===== config.mk =====
export PLATFORM = sky130hd
export DESIGN_NAME = stepper_valve_positioner_flat
export DESIGN_NICKNAME = d
export VERILOG_FILES = /design/src/rtl/svp_pkg.sv /design/src/rtl/svp_channels.sv /design/src/rtl/svp_move_calc.sv /design/src/rtl/stepper_valve_positioner.sv /design/src/flat_wrapper.sv
export SDC_FILE = /design/constraint.sdc
export NUM_CORES = 1
export LEC_CHECK = 0
export ABC_CLOCK_PERIOD_IN_PS = 6700
export BUFFER_PORTS_ARGS = -buffer_cell sky130_fd_sc_hd__buf_4
export CORE_MARGIN = 2
export CORE_UTILIZATION = 55
export DETAILED_ROUTE_END_ITERATION = 8
export PLACE_DENSITY = 0.82
export REMOVE_ABC_BUFFERS = 1
export SLEW_MARGIN = 25
export SYNTH_ARGS = -nofsm -noshare
export SYNTH_HDL_FRONTEND = slang
export SYNTH_SLANG_ARGS = --single-unit

===== constraint.sdc =====
create_clock -name clk -period 6.7 [get_ports clk]
set_input_delay 1.34 -clock clk [delete_from_list [all_inputs] [get_ports clk]]
set_output_delay 1.34 -clock clk [all_outputs]
set_load 0.05 [all_outputs]

===== src/rtl/svp_pkg.sv =====
// Shared types, codes and coil table for the stepper valve positioner.
package svp_pkg;

  // Operation codes of the input item
  localparam logic [1:0] OP_TICK = 2'd0;
  localparam logic [1:0] OP_MOVE = 2'd1;
  localparam logic [1:0] OP_HOME = 2'd2;

  // Configuration register indexes
  localparam logic REG_STEPS_PER_POSITION = 1'b0;
  localparam logic REG_HIGHEST_POSITION   = 1'b1;

  localparam int SPP_W = 12;
  localparam int POS_W = 3;
  localparam int PHASE_W = 3;
  localparam int COIL_W = 4;
  localparam int CFG_DATA_W = 12;

  localparam logic [SPP_W-1:0] SPP_RESET = 12'd683;
  localparam logic [POS_W-1:0] HIGHEST_RESET = 3'd5;

  // Result of the move planner, handed to the state update
  typedef struct packed {
    logic             start;
    logic             dir;
    logic [POS_W-1:0] goal;
  } move_plan_t;

  // Half-step coil pattern for each phase
  function automatic logic [COIL_W-1:0] half_step_pattern(input logic [PHASE_W-1:0] phase);
    logic [COIL_W-1:0] pat;
    case (phase)
      3'd0:    pat = 4'h1;
      3'd1:    pat = 4'h3;
      3'd2:    pat = 4'h2;
      3'd3:    pat = 4'h6;
      3'd4:    pat = 4'h4;
      3'd5:    pat = 4'hC;
      3'd6:    pat = 4'h8;
      3'd7:    pat = 4'h9;
      default: pat = 4'h0;
    endcase
    return pat;
  endfunction

endpackage


===== src/rtl/svp_channels.sv =====
// Valid/ready channel interfaces for command input and status output.
interface svp_in_if;
  logic       valid;
  logic       ready;
  logic [1:0] op;
  logic [2:0] target_pos;

  modport source (output valid, output op, output target_pos, input ready);
  modport sink (input valid, input op, input target_pos, output ready);
endinterface

interface svp_out_if;
  logic       valid;
  logic       ready;
  logic [3:0] coils;
  logic       busy_res;
  logic [2:0] position;
  logic       rejected;

  modport source (output valid, output coils, output busy_res, output position,
                  output rejected, input ready);
  modport sink (input valid, input coils, input busy_res, input position,
                input rejected, output ready);
endinterface


===== src/rtl/svp_move_calc.sv =====
// Move planner: clamp the target, pick the direction and size the step count.
module svp_move_calc #(
  parameter int STEP_COUNT_BITS = 12
) (
  input  logic [svp_pkg::POS_W-1:0] target_pos,
  input  logic [svp_pkg::POS_W-1:0] current_position,
  input  logic [svp_pkg::POS_W-1:0] highest_position,
  input  logic [svp_pkg::SPP_W-1:0] steps_per_position,
  output svp_pkg::move_plan_t       plan,
  output logic [STEP_COUNT_BITS-1:0] step_count
);

  localparam int PROD_W = svp_pkg::POS_W + svp_pkg::SPP_W;
  localparam int EXT_W = (STEP_COUNT_BITS > PROD_W) ? STEP_COUNT_BITS : PROD_W;

  logic [svp_pkg::POS_W-1:0] clamped;
  logic [svp_pkg::POS_W-1:0] span;
  logic [PROD_W-1:0]         product;
  logic [EXT_W-1:0]          product_ext;
  logic [EXT_W-1:0]          count_max;

  always_comb begin
    clamped = (target_pos > highest_position) ? highest_position : target_pos;
    plan.goal = clamped;
    plan.start = (clamped != current_position);
    plan.dir = (clamped < current_position);
    span = plan.dir ? (current_position - clamped) : (clamped - current_position);
    product = PROD_W'(span) * PROD_W'(steps_per_position);
    product_ext = EXT_W'(product);
    count_max = EXT_W'({STEP_COUNT_BITS{1'b1}});
    // Saturate a count that does not fit the step counter
    if (product_ext > count_max) begin
      step_count = {STEP_COUNT_BITS{1'b1}};
    end else begin
      step_count = product_ext[STEP_COUNT_BITS-1:0];
    end
  end

endmodule


===== src/rtl/stepper_valve_positioner.sv =====
// Latency: a result is valid the cycle after its command transaction is accepted.
// Throughput: one command per cycle unless stalled; the state update and the
// step-count multiply sit between the accepted command and one result register.
// Input ready stays high while the result register is empty or being drained.
// Reset (rst, synchronous): coils off, position 0, idle, phase 0, result empty,
// steps_per_position 683 and highest_position 5.
module stepper_valve_positioner #(
  parameter int STEP_COUNT_BITS = 12
) (
  input  logic                           clk,
  input  logic                           rst,
  svp_in_if.sink                         in_ch,
  svp_out_if.source                      out_ch,
  input  logic                           cfg_we,
  input  logic                           cfg_index,
  input  logic [svp_pkg::CFG_DATA_W-1:0] cfg_data
);

  // Configuration registers
  logic [svp_pkg::SPP_W-1:0] steps_per_position;
  logic [svp_pkg::POS_W-1:0] highest_position;

  // Positioner state
  logic [svp_pkg::POS_W-1:0]   current_position, current_position_next;
  logic [svp_pkg::POS_W-1:0]   goal_position, goal_position_next;
  logic [STEP_COUNT_BITS-1:0]  steps_left, steps_left_next;
  logic                        step_direction, step_direction_next;
  logic [svp_pkg::PHASE_W-1:0] coil_phase, coil_phase_next;
  logic                        moving, moving_next;
  logic [svp_pkg::COIL_W-1:0]  coil_drive, coil_drive_next;
  logic                        rejected_next;

  // Result register
  logic                        res_valid;
  logic [svp_pkg::COIL_W-1:0]  res_coils;
  logic                        res_busy;
  logic [svp_pkg::POS_W-1:0]   res_position;
  logic                        res_rejected;

  logic                        accept;
  svp_pkg::move_plan_t         plan;
  logic [STEP_COUNT_BITS-1:0]  step_count;

  // Take a new transaction whenever the result register is free or draining
  assign in_ch.ready = !res_valid || out_ch.ready;
  assign accept = in_ch.valid && in_ch.ready;

  svp_move_calc #(
    .STEP_COUNT_BITS(STEP_COUNT_BITS)
  ) u_move_calc (
    .target_pos         (in_ch.target_pos),
    .current_position   (current_position),
    .highest_position   (highest_position),
    .steps_per_position (steps_per_position),
    .plan               (plan),
    .step_count         (step_count)
  );

  // Configuration writes
  always_ff @(posedge clk) begin
    if (rst) begin
      steps_per_position <= svp_pkg::SPP_RESET;
      highest_position <= svp_pkg::HIGHEST_RESET;
    end else if (cfg_we) begin
      case (cfg_index)
        svp_pkg::REG_STEPS_PER_POSITION: steps_per_position <= cfg_data[svp_pkg::SPP_W-1:0];
        svp_pkg::REG_HIGHEST_POSITION:   highest_position <= cfg_data[svp_pkg::POS_W-1:0];
        default: ;
      endcase
    end
  end

  // State update for the accepted command
  always_comb begin
    current_position_next = current_position;
    goal_position_next = goal_position;
    steps_left_next = steps_left;
    step_direction_next = step_direction;
    coil_phase_next = coil_phase;
    moving_next = moving;
    coil_drive_next = coil_drive;
    rejected_next = 1'b0;
    case (in_ch.op)
      svp_pkg::OP_TICK: begin
        if (moving) begin
          if (steps_left != '0) begin
            // Advance one half-step in the move direction
            coil_phase_next = step_direction ? (coil_phase - 3'd1) : (coil_phase + 3'd1);
            coil_drive_next = svp_pkg::half_step_pattern(coil_phase_next);
            steps_left_next = steps_left - STEP_COUNT_BITS'(1);
          end else begin
            // Last step done: drop the coils and commit the goal
            coil_drive_next = '0;
            current_position_next = goal_position;
            moving_next = 1'b0;
          end
        end
      end
      svp_pkg::OP_MOVE: begin
        if (moving) begin
          rejected_next = 1'b1;
        end else if (plan.start) begin
          step_direction_next = plan.dir;
          steps_left_next = step_count;
          goal_position_next = plan.goal;
          moving_next = 1'b1;
        end
      end
      svp_pkg::OP_HOME: begin
        if (moving) begin
          rejected_next = 1'b1;
        end else begin
          current_position_next = '0;
        end
      end
      default: ;
    endcase
  end

  always_ff @(posedge clk) begin
    if (rst) begin
      current_position <= '0;
      goal_position <= '0;
      steps_left <= '0;
      step_direction <= 1'b0;
      coil_phase <= '0;
      moving <= 1'b0;
      coil_drive <= '0;
    end else if (accept) begin
      current_position <= current_position_next;
      goal_position <= goal_position_next;
      steps_left <= steps_left_next;
      step_direction <= step_direction_next;
      coil_phase <= coil_phase_next;
      moving <= moving_next;
      coil_drive <= coil_drive_next;
    end
  end

  // Result register: load on accept, clear valid once drained
  always_ff @(posedge clk) begin
    if (rst) begin
      res_valid <= 1'b0;
    end else if (accept) begin
      res_valid <= 1'b1;
    end else if (out_ch.ready) begin
      res_valid <= 1'b0;
    end
  end

  always_ff @(posedge clk) begin
    if (accept) begin
      res_coils <= coil_drive_next;
      res_busy <= moving_next;
      res_position <= current_position_next;
      res_rejected <= rejected_next;
    end
  end

  assign out_ch.valid = res_valid;
  assign out_ch.coils = res_coils;
  assign out_ch.busy_res = res_busy;
  assign out_ch.position = res_position;
  assign out_ch.rejected = res_rejected;

`ifndef NO_ASSERTIONS
  // Coils are off whenever no move is running
  a_idle_coils_off: assert property (@(posedge clk) disable iff (rst)
    !moving |-> coil_drive == '0)
    else $error("coils driven while idle");

  // A move or home during a move is reported as rejected
  a_busy_reject: assert property (@(posedge clk) disable iff (rst)
    (accept && moving && (in_ch.op == svp_pkg::OP_MOVE || in_ch.op == svp_pkg::OP_HOME))
    |=> res_valid && res_rejected && res_busy)
    else $error("command during move not rejected");

  // A tick with steps left energizes some coil
  a_step_drives: assert property (@(posedge clk) disable iff (rst)
    (accept && moving && in_ch.op == svp_pkg::OP_TICK && steps_left != '0)
    |=> coil_drive != '0 && moving)
    else $error("step tick left coils off");

  // Position only changes at the end of a move while moving
  a_pos_hold: assert property (@(posedge clk) disable iff (rst)
    (moving && !(accept && in_ch.op == svp_pkg::OP_TICK && steps_left == '0))
    |=> $stable(current_position))
    else $error("position changed during move");
`endif

endmodule

===== src/flat_wrapper.sv =====
// flat-port wrapper written by rule: the top's interface ports become plain ports
module stepper_valve_positioner_flat 
#(
  parameter int STEP_COUNT_BITS = 12
)
  (clk, rst, cfg_we, cfg_index, cfg_data, in_ch_valid, in_ch_op, in_ch_target_pos, in_ch_ready, out_ch_valid, out_ch_coils, out_ch_busy_res, out_ch_position, out_ch_rejected, out_ch_ready);
  svp_in_if in_ch_i ();
  svp_out_if out_ch_i ();
  input  logic clk;
  input  logic rst;
  input  logic cfg_we;
  input  logic cfg_index;
  input  logic [svp_pkg::CFG_DATA_W-1:0] cfg_data;
  input wire logic [$bits(in_ch_i.valid)-1:0] in_ch_valid;
  input wire logic [$bits(in_ch_i.op)-1:0] in_ch_op;
  input wire logic [$bits(in_ch_i.target_pos)-1:0] in_ch_target_pos;
  output wire logic [$bits(in_ch_i.ready)-1:0] in_ch_ready;
  output wire logic [$bits(out_ch_i.valid)-1:0] out_ch_valid;
  output wire logic [$bits(out_ch_i.coils)-1:0] out_ch_coils;
  output wire logic [$bits(out_ch_i.busy_res)-1:0] out_ch_busy_res;
  output wire logic [$bits(out_ch_i.position)-1:0] out_ch_position;
  output wire logic [$bits(out_ch_i.rejected)-1:0] out_ch_rejected;
  input wire logic [$bits(out_ch_i.ready)-1:0] out_ch_ready;
  assign in_ch_i.valid = in_ch_valid;
  assign in_ch_i.op = in_ch_op;
  assign in_ch_i.target_pos = in_ch_target_pos;
  assign in_ch_ready = in_ch_i.ready;
  assign out_ch_valid = out_ch_i.valid;
  assign out_ch_coils = out_ch_i.coils;
  assign out_ch_busy_res = out_ch_i.busy_res;
  assign out_ch_position = out_ch_i.position;
  assign out_ch_rejected = out_ch_i.rejected;
  assign out_ch_i.ready = out_ch_ready;
  stepper_valve_positioner #(.STEP_COUNT_BITS(STEP_COUNT_BITS)) u_core (.clk(clk), .rst(rst), .in_ch(in_ch_i), .out_ch(out_ch_i), .cfg_we(cfg_we), .cfg_index(cfg_index), .cfg_data(cfg_data));
endmodule

# Yosys cells after proc, flatten, opt, wreduce, memory -nomap -nowiden
# Memory sizes are Yosys's and may differ from the RTL's.
# Cells that the tools add are included.
# W data, S select, Z words.
[op_classes]
n_reduce_logical = 13
n_mul = 1
n_addsub = 5
mux = 24
bitwise = 2
n_lt_le_gt_ge = 3
eq_ne = 7
[op_table]
columns = ["cell", "count"]
rows = [
  ["$mux W12", 5],
  ["$pmux W12 S2", 1],
  ["$mux W3", 6],
  ["$gt A15 B12 Y1 const B", 1],
  ["$mul A3 B12 Y15", 1],
  ["$mux W4", 3],
  ["$reduce_bool A12 Y1", 1],
  ["$sub A12 B1 Y12 const B", 1],
  ["$reduce_and A4 Y1", 2],
  ["$mux W1", 7],
  ["$ne A2 B1 Y1 const B", 3],
  ["$pmux W3 S2", 1],
  ["$reduce_and A6 Y1", 1],
  ["$sub A3 B3 Y3", 2],
  ["$reduce_and A2 Y1", 2],
  ["$reduce_bool A2 Y1", 2],
  ["$add A3 B1 Y3 const B", 1],
  ["$gt A3 B3 Y1", 1],
  ["$lt A3 B3 Y1", 1],
  ["$ne A3 B3 Y1", 1],
  ["$sub A3 B1 Y3 const B", 1],
  ["$eq A2 B1 Y1 const B", 1],
  ["$eq A2 B2 Y1 const B", 1],
  ["$logic_not A2 Y1", 1],
  ["other kinds (7)", 8],
]
[word_totals]
mem_count = 1
rom_bits = 32
ff_bits = 52
output_inout_bits = 11
word_cells = 70
[mem_list]
columns = ["memory", "depth", "width", "read_ports", "rd_clocked_by_memory_dff", "wr", "line_no", "text"]
rows = [
  ["(no name shown)", 8, 4, 1, 0, 0, "svp_pkg.sv:32", "case (phase)"],
]

# Longest topological paths before layout
[logic_depth]
depth_word = 10
depth_mapped = 26
depth_no_buf = 25

# By module
# A second synthesis with hierarchy kept.
[unflattened]
cells_unflattened = 498
hier_area_um2 = 4191.5
[by_module_without_submodules]
columns = ["module", "instances", "area_each_um2", "seq_area_each_um2", "cells_each"]
rows = [
  ["stepper_valve_positioner", 1, 2637.5, 1131.1, 294],
  ["svp_move_calc", 1, 1554.0, 0.0, 204],
]

# Least setup slack after synthesis
# No wires, ideal clock.
[synth_timing]
path_type = "input port to flip-flop"
from = "input in_ch_target_pos[1]"
to = "register u_core.steps_left[0]"
path_slack_ps = 373
path_stages = 24
t_arrival_ps = 6181
path_buffers = 1
setup_time_ps = 145
t_required_ps = 6555
cell_sequence = "ha_1 -> nor2b_1 -> o21ai_0 -> nand2b_1 -> and2_1 -> mux2i_1 -> inv_1 -> ha_1 -> nor2b_1 -> o21ai_0 -> nand2b_1 -> mux2i_1 -> xor2_1 -> clkbuf_1 -> nand2_1 -> fa_1 -> inv_1 -> ha_1 -> o21ai_0 -> a2111o_1 -> nor4_1 -> a21bo_2 -> a21oi_1 -> a311oi_2"
[synth_lines]
columns = ["element", "line_no", "text"]
rows = [
  ["start, declared", "flat_wrapper.sv:16", "input wire logic [$bits(in_ch_i.target_pos)-1:0] in_ch_target_pos;"],
  ["end signal, assigned", "stepper_valve_positioner.sv:132", "steps_left <= steps_left_next;"],
  ["end, declared", "stepper_valve_positioner.sv:26", "logic [STEP_COUNT_BITS-1:0] steps_left, steps_left_next;"],
]

==> run summary <==
Synthesized area - 3819 um2
Hold_sp - u_core.coil_drive[1]$_SDFFE_PP0P_
Gr usage total - 23.01%
Clock share of power - 19.4%
Initial antenna violation count - 0
Final HPWL DP - 6253 um
Row count - 30
Global route total overflow - 0
Switch Pwr - 391.3 uW
Post-Syn Area per Cell - 8.448 um2
Clk_lat worst skew - 0.32 ns
Synth-to-Final Area Change - 12.06%
First-pass GRT wire length - 14,080 um
Hold depth - 2
Arr. time, crit path - 6.55 ns
Pins Over Slew Limit - 0
Required time of the critical path - 6.92 ns
CTS tree - done
Sink Count - 52
Post-layout util - 63.33%
Comb power frac - 45.4%
Clk_skew - 0.01034 ns
Vias in the first global route - 3,198
Die X - 87.33 um
Switching Fraction - 39.38%
Antenna cells - 0
H-tree depth - 2
Top cell type's share of synthesized area - 22.54%
Sequential share of the synthesized area - 29.62%
Clk root buf - clkbuf_8
CP dominant cell by count - ha_1
Cell variety after synth - 57
R2R Path End - u_core.steps_left[1]$_SDFFE_PP0P_
Rel. slew slack - 50.57%
Final setup vio count - 0
FF-to-FF Start - u_core.highest_position[1]$_SDFFE_PP0P_
Top cell family by delay on the critical path - adder cells
Final hold violations - 0
Leak pwr - 1.824 nW
Post-Route WL - 8075 um
Worst slew pin tran - 0.7399 ns
Most frequent cell after synthesis - nand2_1
Main flop type after synthesis - dfxtp_1
Clock buffer depth - 2
CP peak stage delay - 0.54 ns
Buf/Inv on CP - 4
Fin crit share - 94.37%
Syn. warnings - 0
Peak VDD IR - 0.1402 mV
ANT nets after route - 0
Total CTS buffers - 5
Critical path depth - 25
CP max-delay cell - fa_1
Area leader, netlist - dfxtp_1
Number of flops mapped to enable cells by yosys - 9
Fraction of registers with async set/reset - 0%
Nets - 553
Critical path peak fanout - 8
Cell count after placement - 560
Pwr dens - 232.3 nW/um2
WHS - 0.4634 ns
RSZ-0062 raised after global routing - yes
Port Buf Inserts - 33
Reg2Reg Depth - 25
Synth area leaders - dfxtp_1 23%, ha_1 9.2%, fa_1 7.3%, edfxtp_1 7.1%, nand2_1 6.2%
Worst R2R Setup Slack - 1.13 ns
Chip Height - 87.33 um
Crit end category - flip-flop
DIE AREA - 7626 um2
Hold Crit Endpoint - u_core.coil_drive[1]$_SDFFE_PP0P_
Via count - 3,272
F_max - 0.1582 GHz
Initial Util - 56.52%
Leading cell types by count after synthesis - 63 x nand2_1, 43 x dfxtp_1, 36 x inv_1, 32 x nor2_1, 31 x a21oi_1
Yosys reg bits - 52
Largest net degree at the start of global routing - 29
# IOs - 34
Pint - 602.5 uW
Startpoint Class - input pin
Avg WL per Cell - 14.19 um
Final non-filler cell total - 569
Total power - 993.9 uW
WS Path Type - input pin to flip-flop
1st-iter DRT viols - 177
Worst-path clk slew - 0.11 ns
Number of remaining DRC errors - 0
Routability Congestion - 0.8392
Seq pwr share - 35.1%
Max_cap viols - 0
Routed vias/inst - 5.750
HP Class - flip-flop to flip-flop
Initial DRT Pass Iterations - 4
Status - complete, no violations
Core Region - 6756 um2
Synthesized instance count - 452
Fraction of layout cells with a size suffix above 1 - 13.91%
CTS Hold Bufs - 0
Setup TNS - 0 ns
Period minus WS final - 6.323 ns
==> cells in the final DEF, fill, tap and decap left out, types with 3 or more instances in the layout <==
cell type,Yosys,routed
a211oi_1,10,10
a21o_1,4,4
a21oi_1,31,31
a22oi_1,3,3
a31oi_1,4,4
and2_1,18,18
and3_1,3,3
buf_4,2,41
clkbuf_8,0,5
dfxtp_1,43,43
edfxtp_1,9,9
fa_1,14,14
ha_1,28,28
inv_1,36,36
mux2_2,4,4
mux2i_1,6,4
nand2_1,63,63
nand2b_1,13,13
nand3_1,21,21
nor2_1,32,32
nor2b_1,12,12
nor3_1,9,9
nor4_1,3,3
o211ai_1,4,4
o21ai_0,7,7
o221ai_1,4,4
o31ai_1,7,7
o32ai_1,3,3
or3_1,4,4
xnor2_1,9,9
xor2_1,6,5
==> state kept, by name, indices dropped and copies added, names as in the netlist <==
signal and cells:
u_core.moving 1, u_core.highest_position 3, u_core.step_direction 1, u_core.current_position 3, u_core.out_ch.valid 1, u_core.out_ch.rejected 1, u_core.out_ch.coils 4, u_core.coil_phase 3
u_core.steps_left 12, u_core.steps_per_position 12, u_core.coil_drive 4, u_core.out_ch.position 3, u_core.goal_position 3, u_core.out_ch.busy_res 1
==> power groups by stage <==
stage          clock network, mW  registers [mW]  logic (mW)
2_1_floorplan                  0           0.366       0.317
3_3_place_gp                   0           0.355       0.430
3_5_place_dp                   0           0.356       0.443
4_1_cts                    0.199           0.349       0.446
5_1_grt                    0.212           0.352       0.507
6_report                   0.193           0.349       0.452
==> worst reg2reg max path: stages (launching register included) <==
cell	delay (ns)
dfxtp_1	0.36
inv_1	0.05
ha_1	0.28
nor2b_1	0.13
o21ai_0	0.14
nand2b_1	0.11
and2_1	0.17
mux2i_1	0.20
inv_1	0.11
ha_1	0.30
nor2b_1	0.13
o21ai_0	0.08
nand2b_1	0.18
mux2i_2	0.29
xor2_2	0.33
nand2_1	0.14
fa_1	0.54
inv_1	0.04
ha_1	0.31
and2_1	0.20
a221oi_4	0.39
a31oi_1	0.22
mux2i_1	0.29
a21oi_1	0.07
buf_4	0.17
o32ai_1	0.26
==> worst max-delay path by stage <==
stage	slack [ns]	start	endpoint
final	0.38	in_ch_target_pos[1]	u_core.steps_left[1]$_SDFFE_PP0P_
after global routing	-0.09	in_ch_target_pos[1]	u_core.steps_left[10]$_SDFFE_PP0P_
after CTS	0.25	in_ch_target_pos[1]	u_core.steps_left[4]$_SDFFE_PP0P_
after detailed placement	-0.05	in_ch_target_pos[1]	u_core.steps_left[4]$_SDFFE_PP0P_
after global placement	0.18	in_ch_target_pos[1]	u_core.steps_left[4]$_SDFFE_PP0P_
after floorplan	0.33	in_ch_target_pos[1]	u_core.steps_left[0]$_SDFFE_PP0P_
==> layout make-up <==
class | count | area, um2
repair buffers | 41 | 307.8
well taps | 80 | 100.1
clock buffers | 5 | 68.82
clock inverters | 3 | 25.02
fillers | 582 | 2477
multi-input cells | 352 | 2511
inverters | 36 | 135.1
flip-flops and latches | 52 | 1131
==> stage by stage <==
step,worst slack [ns],instance area (um2)
3_3_place_gp,0.1790,4159
4_1_cts,0.2456,4253
3_5_place_dp,-0.05319,4159
5_1_grt,-0.09398,4279
6_report,0.3773,4279
2_1_floorplan,0.3324,3759
==> kinds of logic after synthesis <==
| kind of cell | synth area share (%) |
|---|---|
| fa+ha+maj | 16.51 |
| flops | 29.62 |
| mux | 2.752 |
| compound gates | 17.20 |
| simple gates | 25.36 |
| buf+inv | 5.111 |
| xor+xnor | 3.440 |
==> layer usage <==
metal,GRT usage (%),part of all wire (%),wire length [um],up-vias
li1,-,-,-,1650
met1,27.88,44,3528,1532
met2,41.74,51,4132,81
met3,3.791,3.8,307,9
met4,6.434,1.3,106,0
met5,0,0,0,-
==> what timing repair did <==
item                       in CTS  in global routing
setup endpoints to repair       0                 12
buffers inserted                0                  1
resized for setup               0                  5
No activity file was read; power rests on OpenSTA's default activity.
